<file path="src/rtl/gdft_pkg.sv">
package gdft_pkg;

  typedef enum logic [1:0] {
    OP_VERTEX   = 2'd0,
    OP_EDGE     = 2'd1,
    OP_TRAVERSE = 2'd2,
    OP_NONE     = 2'd3
  } op_t;

  typedef enum logic [3:0] {
    ST_IDLE,
    ST_EDGE_A,
    ST_EDGE_RD,
    ST_EDGE_B,
    ST_CLEAR,
    ST_ROOT,
    ST_ROOT_RD,
    ST_ROOT_EMIT,
    ST_TOP_RD,
    ST_NODE_RD,
    ST_NODE_CHK,
    ST_NB_EMIT,
    ST_FLUSH
  } state_t;

  localparam logic [7:0] NIL = 8'hFF;

endpackage

</file>
<file path="src/rtl/graph_depth_first_traversal.sv">
// Depth-first traversal of an undirected graph. A vertex item writes its label
// and an empty list head when accepted, and an edge item reads and then writes
// the single-port list head memory once per endpoint. A traverse item first
// clears the visited marks, then tries each vertex index in turn as a root,
// starting a walk from each unmarked one, walking its list nodes and popping
// each vertex whose list runs out, and then finishes. Results appear one cycle
// each with out_valid high and cannot be held off; out_last flags the final
// one, which appears in the cycle in which busy falls.
module graph_depth_first_traversal #(
  parameter int MAX_VERTICES = 64,
  parameter int MAX_EDGES    = 64
) (
  input  logic       clk,
  input  logic       rst_n,
  input  logic       start,
  output logic       busy,
  input  logic [1:0] in_op,
  input  logic [7:0] in_vertex_label,
  input  logic [5:0] in_vertex_a,
  input  logic [5:0] in_vertex_b,
  output logic       out_valid,
  output logic [5:0] out_visited_index,
  output logic [7:0] out_visited_label,
  output logic       out_last
);

  localparam int VW = (MAX_VERTICES > 1) ? $clog2(MAX_VERTICES) : 1;
  localparam int NODE_CAP = 2 * MAX_EDGES;
  localparam int NW = $clog2(NODE_CAP);

  logic [7:0]  label_mem [MAX_VERTICES];
  logic [7:0]  head_mem  [MAX_VERTICES];
  logic [13:0] node_mem  [NODE_CAP];
  logic [13:0] stack_mem [MAX_VERTICES];
  logic        mark_mem  [MAX_VERTICES];

  gdft_pkg::state_t state_r, state_nxt;
  logic [6:0] vcount_r;
  logic [7:0] ncount_r;
  logic [5:0] ea_r, eb_r;
  logic [6:0] root_r;
  logic [6:0] sp_r;
  logic [6:0] nout_r;
  logic [6:0] clr_r;
  logic [5:0] cur_v_r, nb_r;
  logic [7:0] label_q, head_q;
  logic [13:0] node_q, stack_q;
  logic       mark_q;
  logic       pend_r;
  logic [5:0] pend_idx_r;
  logic [7:0] pend_lbl_r;
  logic       ov_r, ol_r;
  logic [5:0] oi_r;
  logic [7:0] olb_r;

  logic accept;
  logic take_nb;
  logic emit_pend;
  logic [VW-1:0] head_ra;
  logic [VW-1:0] sp_top;

  assign accept = start && !busy;
  assign busy = (state_r != gdft_pkg::ST_IDLE);

  always_comb begin
    state_nxt = state_r;
    case (state_r)
      gdft_pkg::ST_IDLE: begin
        if (accept) begin
          case (gdft_pkg::op_t'(in_op))
            gdft_pkg::OP_EDGE: begin
              if ({1'b0, in_vertex_a} < vcount_r && {1'b0, in_vertex_b} < vcount_r &&
                  ({1'b0, ncount_r} + 9'd2) <= 9'(NODE_CAP))
                state_nxt = gdft_pkg::ST_EDGE_A;
            end
            gdft_pkg::OP_TRAVERSE: state_nxt = gdft_pkg::ST_CLEAR;
            default: state_nxt = gdft_pkg::ST_IDLE;
          endcase
        end
      end
      gdft_pkg::ST_EDGE_A: state_nxt = gdft_pkg::ST_EDGE_RD;
      gdft_pkg::ST_EDGE_RD: state_nxt = gdft_pkg::ST_EDGE_B;
      gdft_pkg::ST_EDGE_B: state_nxt = gdft_pkg::ST_IDLE;
      gdft_pkg::ST_CLEAR:
        if (clr_r == 7'(MAX_VERTICES - 1)) state_nxt = gdft_pkg::ST_ROOT;
      gdft_pkg::ST_ROOT:
        state_nxt = (root_r < vcount_r) ? gdft_pkg::ST_ROOT_RD : gdft_pkg::ST_FLUSH;
      gdft_pkg::ST_ROOT_RD:
        state_nxt = mark_q ? gdft_pkg::ST_ROOT : gdft_pkg::ST_ROOT_EMIT;
      gdft_pkg::ST_ROOT_EMIT: state_nxt = gdft_pkg::ST_TOP_RD;
      gdft_pkg::ST_TOP_RD: state_nxt = gdft_pkg::ST_NODE_RD;
      gdft_pkg::ST_NODE_RD: begin
        if (stack_q[7:0] == gdft_pkg::NIL || {1'b0, stack_q[7:0]} >= 9'(NODE_CAP)) begin
          state_nxt = (sp_r == 7'd1) ? gdft_pkg::ST_ROOT : gdft_pkg::ST_TOP_RD;
        end else begin
          state_nxt = gdft_pkg::ST_NODE_CHK;
        end
      end
      gdft_pkg::ST_NODE_CHK: state_nxt = gdft_pkg::ST_NB_EMIT;
      gdft_pkg::ST_NB_EMIT: state_nxt = gdft_pkg::ST_TOP_RD;
      gdft_pkg::ST_FLUSH: state_nxt = gdft_pkg::ST_IDLE;
      default: state_nxt = gdft_pkg::ST_IDLE;
    endcase
  end

  // nb accepted when unvisited and there is room
  assign take_nb = !mark_q && (sp_r < 7'(MAX_VERTICES)) && (nout_r < 7'(MAX_VERTICES));

  assign emit_pend = pend_r && ((state_r == gdft_pkg::ST_ROOT_EMIT) ||
                                (state_r == gdft_pkg::ST_NB_EMIT && take_nb) ||
                                (state_r == gdft_pkg::ST_FLUSH));

  // head memory: one port, read address chosen by state
  always_comb begin
    head_ra = root_r[VW-1:0];
    if (state_r == gdft_pkg::ST_IDLE) head_ra = in_vertex_a[VW-1:0];
    else if (state_r == gdft_pkg::ST_EDGE_RD) head_ra = eb_r[VW-1:0];
    else if (state_r == gdft_pkg::ST_NODE_CHK) head_ra = node_q[8+VW-1:8];
  end

  always_ff @(posedge clk) begin
    if (state_r == gdft_pkg::ST_IDLE && accept &&
        gdft_pkg::op_t'(in_op) == gdft_pkg::OP_VERTEX &&
        vcount_r < 7'(MAX_VERTICES)) begin
      label_mem[vcount_r[VW-1:0]] <= in_vertex_label;
      head_mem[vcount_r[VW-1:0]]  <= gdft_pkg::NIL;
    end else if (state_r == gdft_pkg::ST_EDGE_A) begin
      node_mem[ncount_r[NW-1:0]] <= {eb_r, head_q};
      head_mem[ea_r[VW-1:0]] <= ncount_r;
    end else if (state_r == gdft_pkg::ST_EDGE_B) begin
      node_mem[ncount_r[NW-1:0]] <= {ea_r, head_q};
      head_mem[eb_r[VW-1:0]] <= ncount_r;
    end else begin
      head_q <= head_mem[head_ra];
    end
    label_q <= label_mem[(state_r == gdft_pkg::ST_NODE_CHK) ? node_q[8+VW-1:8] : root_r[VW-1:0]];
  end

  // node memory read
  always_ff @(posedge clk) begin
    node_q <= node_mem[stack_q[NW-1:0]];
  end

  // visited marks
  always_ff @(posedge clk) begin
    if (state_r == gdft_pkg::ST_CLEAR) begin
      mark_mem[clr_r[VW-1:0]] <= 1'b0;
    end else if (state_r == gdft_pkg::ST_ROOT_RD && !mark_q) begin
      mark_mem[root_r[VW-1:0]] <= 1'b1;
    end else if (state_r == gdft_pkg::ST_NB_EMIT && take_nb) begin
      mark_mem[nb_r[VW-1:0]] <= 1'b1;
    end
    mark_q <= mark_mem[(state_r == gdft_pkg::ST_NODE_CHK) ? node_q[8+VW-1:8] : root_r[VW-1:0]];
  end

  // stack memory
  assign sp_top = VW'(sp_r - 7'd1);
  always_ff @(posedge clk) begin
    if (state_r == gdft_pkg::ST_ROOT_EMIT) begin
      stack_mem[0] <= {6'(root_r), head_q};
    end else if (state_r == gdft_pkg::ST_NODE_CHK) begin
      stack_mem[sp_top] <= {cur_v_r, node_q[7:0]};
    end else if (state_r == gdft_pkg::ST_NB_EMIT && take_nb) begin
      stack_mem[sp_r[VW-1:0]] <= {nb_r, head_q};
    end
    stack_q <= stack_mem[sp_top];
  end

  always_ff @(posedge clk) begin
    if (!rst_n) begin
      state_r  <= gdft_pkg::ST_IDLE;
      vcount_r <= '0;
      ncount_r <= '0;
      root_r   <= '0;
      sp_r     <= '0;
      nout_r   <= '0;
      clr_r    <= '0;
      pend_r   <= 1'b0;
    end else begin
      state_r <= state_nxt;
      case (state_r)
        gdft_pkg::ST_IDLE: begin
          if (accept) begin
            ea_r <= in_vertex_a;
            eb_r <= in_vertex_b;
            if (gdft_pkg::op_t'(in_op) == gdft_pkg::OP_VERTEX && vcount_r < 7'(MAX_VERTICES))
              vcount_r <= vcount_r + 7'd1;
            clr_r  <= '0;
            root_r <= '0;
            nout_r <= '0;
            pend_r <= 1'b0;
          end
        end
        gdft_pkg::ST_EDGE_A: ncount_r <= ncount_r + 8'd1;
        gdft_pkg::ST_EDGE_B: ncount_r <= ncount_r + 8'd1;
        gdft_pkg::ST_CLEAR: clr_r <= clr_r + 7'd1;
        gdft_pkg::ST_ROOT_RD: if (mark_q) root_r <= root_r + 7'd1;
        gdft_pkg::ST_ROOT_EMIT: begin
          pend_r     <= 1'b1;
          pend_idx_r <= 6'(root_r);
          pend_lbl_r <= label_q;
          nout_r     <= nout_r + 7'd1;
          sp_r       <= 7'd1;
          cur_v_r    <= 6'(root_r);
          root_r     <= root_r + 7'd1;
        end
        gdft_pkg::ST_NODE_RD: begin
          cur_v_r <= stack_q[13:8];
          if (state_nxt != gdft_pkg::ST_NODE_CHK) sp_r <= sp_r - 7'd1;
        end
        gdft_pkg::ST_NODE_CHK: nb_r <= node_q[13:8];
        gdft_pkg::ST_NB_EMIT: begin
          if (take_nb) begin
            pend_r     <= 1'b1;
            pend_idx_r <= nb_r;
            pend_lbl_r <= label_q;
            nout_r     <= nout_r + 7'd1;
            sp_r       <= sp_r + 7'd1;
          end
        end
        gdft_pkg::ST_FLUSH: pend_r <= 1'b0;
        default: ;
      endcase
    end
  end

  // result register, one cycle per transfer
  always_ff @(posedge clk) begin
    if (!rst_n) begin
      ov_r <= 1'b0;
      ol_r <= 1'b0;
    end else begin
      ov_r <= emit_pend;
      ol_r <= emit_pend && (state_r == gdft_pkg::ST_FLUSH);
      if (emit_pend) begin
        oi_r  <= pend_idx_r;
        olb_r <= pend_lbl_r;
      end
    end
  end

  assign out_valid         = ov_r;
  assign out_last          = ol_r;
  assign out_visited_index = oi_r;
  assign out_visited_label = olb_r;

endmodule

</file>
<file path="config.mk">
export PLATFORM = sky130hd
export DESIGN_NAME = graph_depth_first_traversal
export DESIGN_NICKNAME = d
export VERILOG_FILES = /design/src/rtl/gdft_pkg.sv /design/src/rtl/graph_depth_first_traversal.sv
export SDC_FILE = /design/constraint.sdc
export NUM_CORES = 2
export LEC_CHECK = 0
export ABC_CLOCK_PERIOD_IN_PS = 8250
export BUFFER_PORTS_ARGS = -buffer_cell sky130_fd_sc_hd__buf_2
export CORE_ASPECT_RATIO = 1.5
export CORE_MARGIN = 4
export CORE_UTILIZATION = 56
export CTS_BUF_LIST = sky130_fd_sc_hd__clkbuf_4
export DETAILED_ROUTE_END_ITERATION = 12
export GPL_TIMING_DRIVEN = 0
export MAX_ROUTING_LAYER = met4
export PLACE_DENSITY = 0.74
export RECOVER_POWER = 50
export SYNTH_ARGS = -nofsm -noshare
export SYNTH_HDL_FRONTEND = slang
export SYNTH_SLANG_ARGS = --single-unit
</file>
<file path="constraint.sdc">
create_clock -name clk -period 8.25 [get_ports clk]
set_clock_uncertainty 0.2 [all_clocks]
set_input_delay 0.4125 -clock clk [delete_from_list [all_inputs] [get_ports clk]]
set_output_delay 0.4125 -clock clk [all_outputs]
set_load 0.01 [all_outputs]
</file>
* Yosys cells after proc, flatten, opt, wreduce, memory -nomap -nowiden
Memory sizes are Yosys's and may differ from the RTL's. A register that Yosys moved wholly into a read port is not among the register bits.
Cells that the tools add are included.
** Operators by class
- $add $sub $neg :: 8
- Multipliers :: 0
- Divide/modulo/power cells :: 0
- Magnitude comparators :: 8
- Equal/unequal tests :: 22
- Shift-type cells :: 0
- Mux-type cells :: 74
- Bitwise operators :: 4
- Reductions and logical operators :: 48
** Operators by type and width (count)
- $pmux W7 S3 :: 3
- $mux W6 :: 10
- $mux W14 :: 3
- $pmux W4 S10 :: 1
- $mux W1 :: 36
- $add A7 B1 Y7 const B :: 5
- $mux W7 :: 5
- $reduce_or A14 Y1 :: 2
- $mux W4 :: 6
- $mux W8 :: 3
- $pmux W6 S2 :: 2
- $reduce_and A3 Y1 :: 8
- $lt A7 B7 Y1 const B :: 3
- $eq A4 B4 Y1 const B :: 5
- $eq A4 B3 Y1 const B :: 4
- $pmux W8 S2 :: 1
- $reduce_or A8 Y1 :: 2
- $lt A6 B7 Y1 :: 2
- $pmux W7 S2 :: 1
- $logic_and A1 B1 Y1 :: 13
- $add A8 B2 Y9 const B :: 1
- $le A9 B8 Y1 const B :: 1
- $reduce_bool A3 Y1 :: 3
- $add A8 B1 Y8 const B :: 1
- 26 further kinds :: 43
** Storage, ports and cells
- Bits in registers :: 102
- Bits in latches :: 0
- Bits in writable memories :: 3776
- Bits in read-only memories :: 0
- Output and inout bits :: 17
- Memories :: 5
** Memories
- node_mem :: depth 128, bits a word 14, rd ports 1, clocked after memory_dff 1, write ports 1, RTL line graph_depth_first_traversal.sv:33 : logic [13:0] node_mem [NODE_CAP];
- stack_mem :: depth 64, bits a word 14, rd ports 1, clocked after memory_dff 1, write ports 1, RTL line graph_depth_first_traversal.sv:34 : logic [13:0] stack_mem [MAX_VERTICES];
- head_mem :: depth 64, bits a word 8, rd ports 1, clocked after memory_dff 1, write ports 1, RTL line graph_depth_first_traversal.sv:32 : logic [7:0] head_mem [MAX_VERTICES];
- label_mem :: depth 64, bits a word 8, rd ports 1, clocked after memory_dff 1, write ports 1, RTL line graph_depth_first_traversal.sv:31 : logic [7:0] label_mem [MAX_VERTICES];
- mark_mem :: depth 64, bits a word 1, rd ports 1, clocked after memory_dff 1, write ports 1, RTL line graph_depth_first_traversal.sv:35 : logic mark_mem [MAX_VERTICES];

* Logic depth before layout (Yosys ltp)
- Depth after elaboration :: 11
- Depth in mapped cells :: 15

* Worst setup path before layout
No wires, ideal clock.
- Path kind :: flip-flop to flip-flop
- From :: register sp_r[0]
- To :: memory stack_mem[35][0] (enable)
- Setup time :: 0.370 ns
- Arrival time :: 4.093 ns
- Required time :: 7.680 ns
- Slack :: 3.587 ns
- Cell stages (with the launch flop) :: 14
- Path buffers :: 5
- Period minus slack after synthesis :: 4.663 ns
- Path through :: dfxtp_1 clkbuf_1 clkbuf_1 buf_1 clkbuf_1 inv_1 ha_1 xnor2_1 clkbuf_1 nand2b_1 o211ai_1 a21oi_1 nand2_1 nor2_1
** Between the ends
- Longest elaborated chain between the ends :: 10
- Elaborated cells on any way between the ends :: 13
- Those cells by class :: add/sub (1); order compare (1); mux (7); reduce/logical (4)
** Ends and longest elaborated chain
- start, declared :: RTL line graph_depth_first_traversal.sv:42 : logic [6:0] sp_r;
- start signal, assigned :: RTL line graph_depth_first_traversal.sv:209 : if (state_nxt != gdft_pkg::ST_NODE_CHK) sp_r <= sp_r - 7'd1;
- start signal, assigned :: RTL line graph_depth_first_traversal.sv:218 : sp_r <= sp_r + 7'd1;
- $lt A7 B7 Y1 :: RTL line graph_depth_first_traversal.sv:107 : assign take_nb = !mark_q && (sp_r < 7'(MAX_VERTICES)) && (nout_r < 7'(MAX_VERTICES));
- $logic_and A1 B1 Y1 (2 in a row) :: RTL line graph_depth_first_traversal.sv:107
- $logic_and A1 B1 Y1 :: RTL line graph_depth_first_traversal.sv:163 : end else if (state_r == gdft_pkg::ST_NB_EMIT && take_nb) begin
- $mux W1 :: RTL line graph_depth_first_traversal.sv:163
- $mux W1 :: RTL line graph_depth_first_traversal.sv:161 : end else if (state_r == gdft_pkg::ST_NODE_CHK) begin
- $mux W1 :: RTL line graph_depth_first_traversal.sv:159 : if (state_r == gdft_pkg::ST_ROOT_EMIT) begin
- $mux W1 (not written as such) :: RTL line graph_depth_first_traversal.sv:164 : stack_mem[sp_r[VW-1:0]] <= {nb_r, head_q};
- $reduce_or A14 Y1 (no source line)
- $mux W6 (no source line) or $mux W1 (tied branches)
- end, declared :: RTL line graph_depth_first_traversal.sv:34
Parallel ways exist; a longest one is shown, timed or not.

* Worst setup path after layout
- From :: register sp_r[0]
- To :: memory stack_mem[8][6] (enable)
The elaborated chain is that of the path after synthesis.

==> metrics.md <==
| Metric | Value |
|---|---|
| Status | finished, violations left |
| Failing checks | max-capacitance violations, max-slew violations |
| CTS Hold Buffers Added | 44 |
| Htree depth | 6 |
| Worst setup SP type | register |
| Setup crit start | sp_r[0]$_SDFFE_PN0P_ |
| Clk sinks | 3527 |
| HP Class | input pin to register |
| Crit path DAT | 8.18 ns |
| Placed inst area | 144300 sq um |
| Largest net degree at the start of global routing | 85 |
| Register area | 105100 sq um |
| Worst r2r dst | stack_mem[8][6]$_DFFE_PP_ |
| Vias in the first global route | 75.51k |
| Worst setup path endpoint | stack_mem[8][6]$_DFFE_PP_ |
| Via count | 73.66k |
| Dpl hpwl | 236400 um |
| Critical-path top delay cell | xnor2_1 |
| Top cells by count, synth | 3446 x edfxtp_1, 879 x mux4_2, 663 x nand2_1, 455 x nor2_1, 264 x nand3_1 |
| Delay of the slowest critical-path stage | 0.85 ns |
| Min setup slack post-route | 0.7867 ns |
| Largest family of logic cells by synthesized area | multiplexers |
| Worst R2R Start | sp_r[0]$_SDFFE_PN0P_ |
| 1st-iter DRT viols | 8941 |
| Fin crit share | 90.46% |
| Total CTS buffers | 776 |
| Setup CP Type | register to register |
| Synth top area share | 75.01% |
| Tot Pwr | 34660 uW |
| I/O pins | 42 |
| Compound-Gate Fraction of Synth Area | 1.764% |
| Share of cells above drive strength 1 | 26.93% |
| Worst Setup End Kind | register |
| Area grow syn2layout | 11.16% |
| Skew-Pair Late Insertion Delay | 1.42 ns |
| DR WL/cell | 29.58 um |
| CP Data Required Time | 8.97 ns |
| Routed Antenna Nets | 0 |
| Initial core utilization | 56.44% |
| Hold depth | 6 |
| Initial antenna violation count | 17 |
| Setup_tns | 0 ns |
| 1st-pass router iterations | 9 |
| Post-Syn Instances | 6926 |
| Final Max Slew Viols | 1500 |
| Total GRT Usage | 28.36% |
| Post-CTS Setup Inserts | 0 |
| Site Rows | 222 |
| Post-synthesis simple-gate area fraction | 5.049% |
| Count leader, synth | edfxtp_1 |
| Die area | 254500 sq um |
| PostCTS Resize Cnt | 0 |
| Fmax achieved | 134.0 MHz |
| Post-synthesis xor/xnor area fraction | 0.1587% |
| Residual DRC count | 0 |
| First-pass GRT wire length | 507400 um |
| Most frequent CP cell | clkbuf_1 |
| Mean Syn Cell Area | 19.92 sq um |
| Flop and latch count out of synthesis | 3527 |
| Synthesis Warnings | 0 |
| Die W | 413.3 um |
| Hold violation count in the final report | 0 |
| Final setup fails | 0 |
| Input/output buffers | 40 |
| GR Overflow Total | 0 |
| Clock period minus worst slack | 7.463 ns |
| Layout fillers | 16.81k |
| Buf/Inv on CP | 6 |
| CTS root buf | clkbuf_4 |
| CTS Buffer Depth | 4 |
| Worst Reg-to-Reg Cells | 14 |
| Worst path cell trace | clkbuf_1 -> clkbuf_1 -> clkbuf_1 -> clkbuf_1 -> inv_1 -> ha_1 -> xnor2_1 -> clkbuf_1 -> nand3_1 -> o21ai_0 -> nand2_1 -> o31ai_1 -> nand2_1 -> nor2_1 |
| Flop-to-flop setup slack | 0.79 ns |
| Leak | 0.04732 uW |
| Primary FF master, synth | edfxtp_1 |
| Sequential area share after synthesis | 76.18% |
| Post-Syn Nets | 6983 |
| Routability-driven placement congestion ratio | 0.9944 |
| Final WL | 348300 um |
| Adder-cell area share of the yosys netlist | 0.2902% |
| Power Dens Cells | 226.0 nW/um^2 |
| Final core utilization | 62.74% |
| Crit path depth | 14 |
| Layout net count | 7944 |
| Multi-input logic area | 31200 sq um |
| Largest fanout on the critical path | 10 |
| Post-Syn Area | 138000 sq um |
| CTS tree | done |
| Main area contributors after synthesis | edfxtp_1 75%, mux4_2 14%, nand2_1 1.8%, nor2_1 1.2%, dfxtp_1 1.2% |
| Worst-path clk slew | 0.07 ns |
| Area leader, netlist | edfxtp_1 |
| Slew margin rel. | -110.1% |
| Mux cell area share after synthesis | 15.28% |
| Ys async rst share | 0% |
| Via/cell ratio | 6.256 |
| Fin area | 153400 sq um |
| Number of max-cap violations | 37 |
| Least-Margin Pin Slew | 3.151 ns |
| Die H | 615.9 um |
| Cell family with most CP delay | buffers and inverters |
| Core box area | 244400 sq um |
| Number of flops mapped to enable cells by yosys | 3446 |
| RSZ-0062 raised after global routing | no |
| Yosys cell types | 78 |
| Maximum VDD drop | 0.1661 mV |
| Dpl ws | 0.8737 ns |
==> worst min path at each step <==
stage	startpoint	endpoint	slack (ns)
finish	in_op[0]	state_r[0]$_SDFF_PN0_	0.13
global route	rst_n	vcount_r[6]$_SDFFE_PN0P_	0.14
CTS	in_op[0]	state_r[0]$_SDFF_PN0_	0.03
detailed placement	label_q[1]$_DFF_P_	pend_lbl_r[1]$_DFFE_PP_	0.19
global placement	label_q[3]$_DFF_P_	pend_lbl_r[3]$_DFFE_PP_	0.19
floorplan	label_q[0]$_DFF_P_	pend_lbl_r[0]$_DFFE_PP_	0.19
==> logic make-up after synthesis <==
group / Yosys count
buffers and inverters: 391
AOI/OAI and AO/OA: 341
muxes: 1003
DFF: 3527
adders and majority gates: 32
xor gates and xnor gates: 25
and+or+nand+nor: 1607
==> placed cells by master (no fill, tap or decap), types with 12 or more instances in the layout <==
cell type / synthesis / final
bufinv_16: 0 / 12
clkinv_1: 0 / 198
o32a_1: 14 / 14
a31oi_1: 33 / 33
nor2_1: 455 / 421
clkinvlp_4: 0 / 14
nor2b_1: 20 / 20
a311oi_1: 28 / 28
nand2b_1: 24 / 20
inv_2: 0 / 12
nor3_1: 19 / 19
nand3_1: 264 / 264
and3_1: 29 / 29
o22ai_1: 15 / 15
buf_1: 47 / 41
xnor2_1: 16 / 16
clkbuf_4: 0 / 1115
inv_1: 20 / 20
mux2i_1: 100 / 100
mux4_2: 879 / 879
ha_1: 32 / 32
a21oi_1: 63 / 63
and2_1: 58 / 44
a211oi_1: 53 / 53
dlygate4sd3_1: 0 / 44
dfxtp_1: 81 / 81
buf_6: 15 / 15
buf_2: 93 / 91
diode_2: 0 / 23
clkbuf_1: 203 / 324
mux2_2: 22 / 16
buf_8: 3 / 13
nor2_2: 0 / 33
nand4_1: 27 / 27
o21ai_0: 33 / 33
nand2_1: 663 / 661
edfxtp_1: 3446 / 3446
clkinv_2: 0 / 33
and2_0: 15 / 29
==> per-layer routing <==
| metal | share of wire [%] | vias to the layer above | track usage (%) | routed length, um |
|---|---|---|---|---|
| met5 | 0 | - | - | 0 |
| met4 | 6.4 | 0 | 14.79 | 22150 |
| met3 | 8.4 | 1045 | 5.694 | 29270 |
| met2 | 52 | 4239 | 47.75 | 182100 |
| met1 | 33 | 37620 | 32.20 | 114700 |
| li1 | - | 30750 | - | - |
==> state kept, by name, summed over array words and instances, names as in the netlist, 7 cells and up <==
| name | flops |
|---|---|
| clr_r | 7 |
| head_mem | 512 |
| head_q | 8 |
| label_mem | 512 |
| label_q | 8 |
| mark_mem | 64 |
| ncount_r | 8 |
| node_mem | 1792 |
| node_q | 14 |
| nout_r | 7 |
| out_visited_label | 8 |
| pend_lbl_r | 8 |
| root_r | 7 |
| sp_r | 7 |
| stack_mem | 512 |
| stack_q | 8 |
| vcount_r | 7 |
==> worst reg2reg max path, delay by kind of cell (launching register included) <==
kind	cells	cell delay [ns]
AOI/OAI and AO/OA	2	0.35
and+or+nand+nor	4	1.63
adders and majority gates	1	0.32
xor gates and xnor gates	1	0.85
DFF	1	0.39
buffers and inverters	6	3.22
==> report_power, final <==
group | switching, uW | total (uW) | internal (uW)
clock network | 6670 | 13300 | 6620
logic | 1040 | 1220 | 185
registers | 44.3 | 20200 | 20100
total | 7740 | 34700 | 26900
==> metrics by stage <==
stage	hold slack (ns)	cells
6_report	0.1283	11770
5_1_grt	0.1360	11770
2_1_floorplan	0.1855	6926
3_3_place_gp	0.1906	10210
4_1_cts	0.02536	11740
3_5_place_dp	0.1942	10300
==> layout make-up <==
type,instances,share of cell area [%]
Sequential cell,3527,68.54
Inverter,20,0.04895
Tap cell,3248,2.650
Antenna cell,23,0.03753
Timing Repair Buffer,183,0.8600
Clock inverter,278,0.9766
Multi-Input combinational cell,3008,20.35
Clock buffer,1115,5.458
Buffer,371,1.085
No activity file was read; power rests on OpenSTA's default activity.
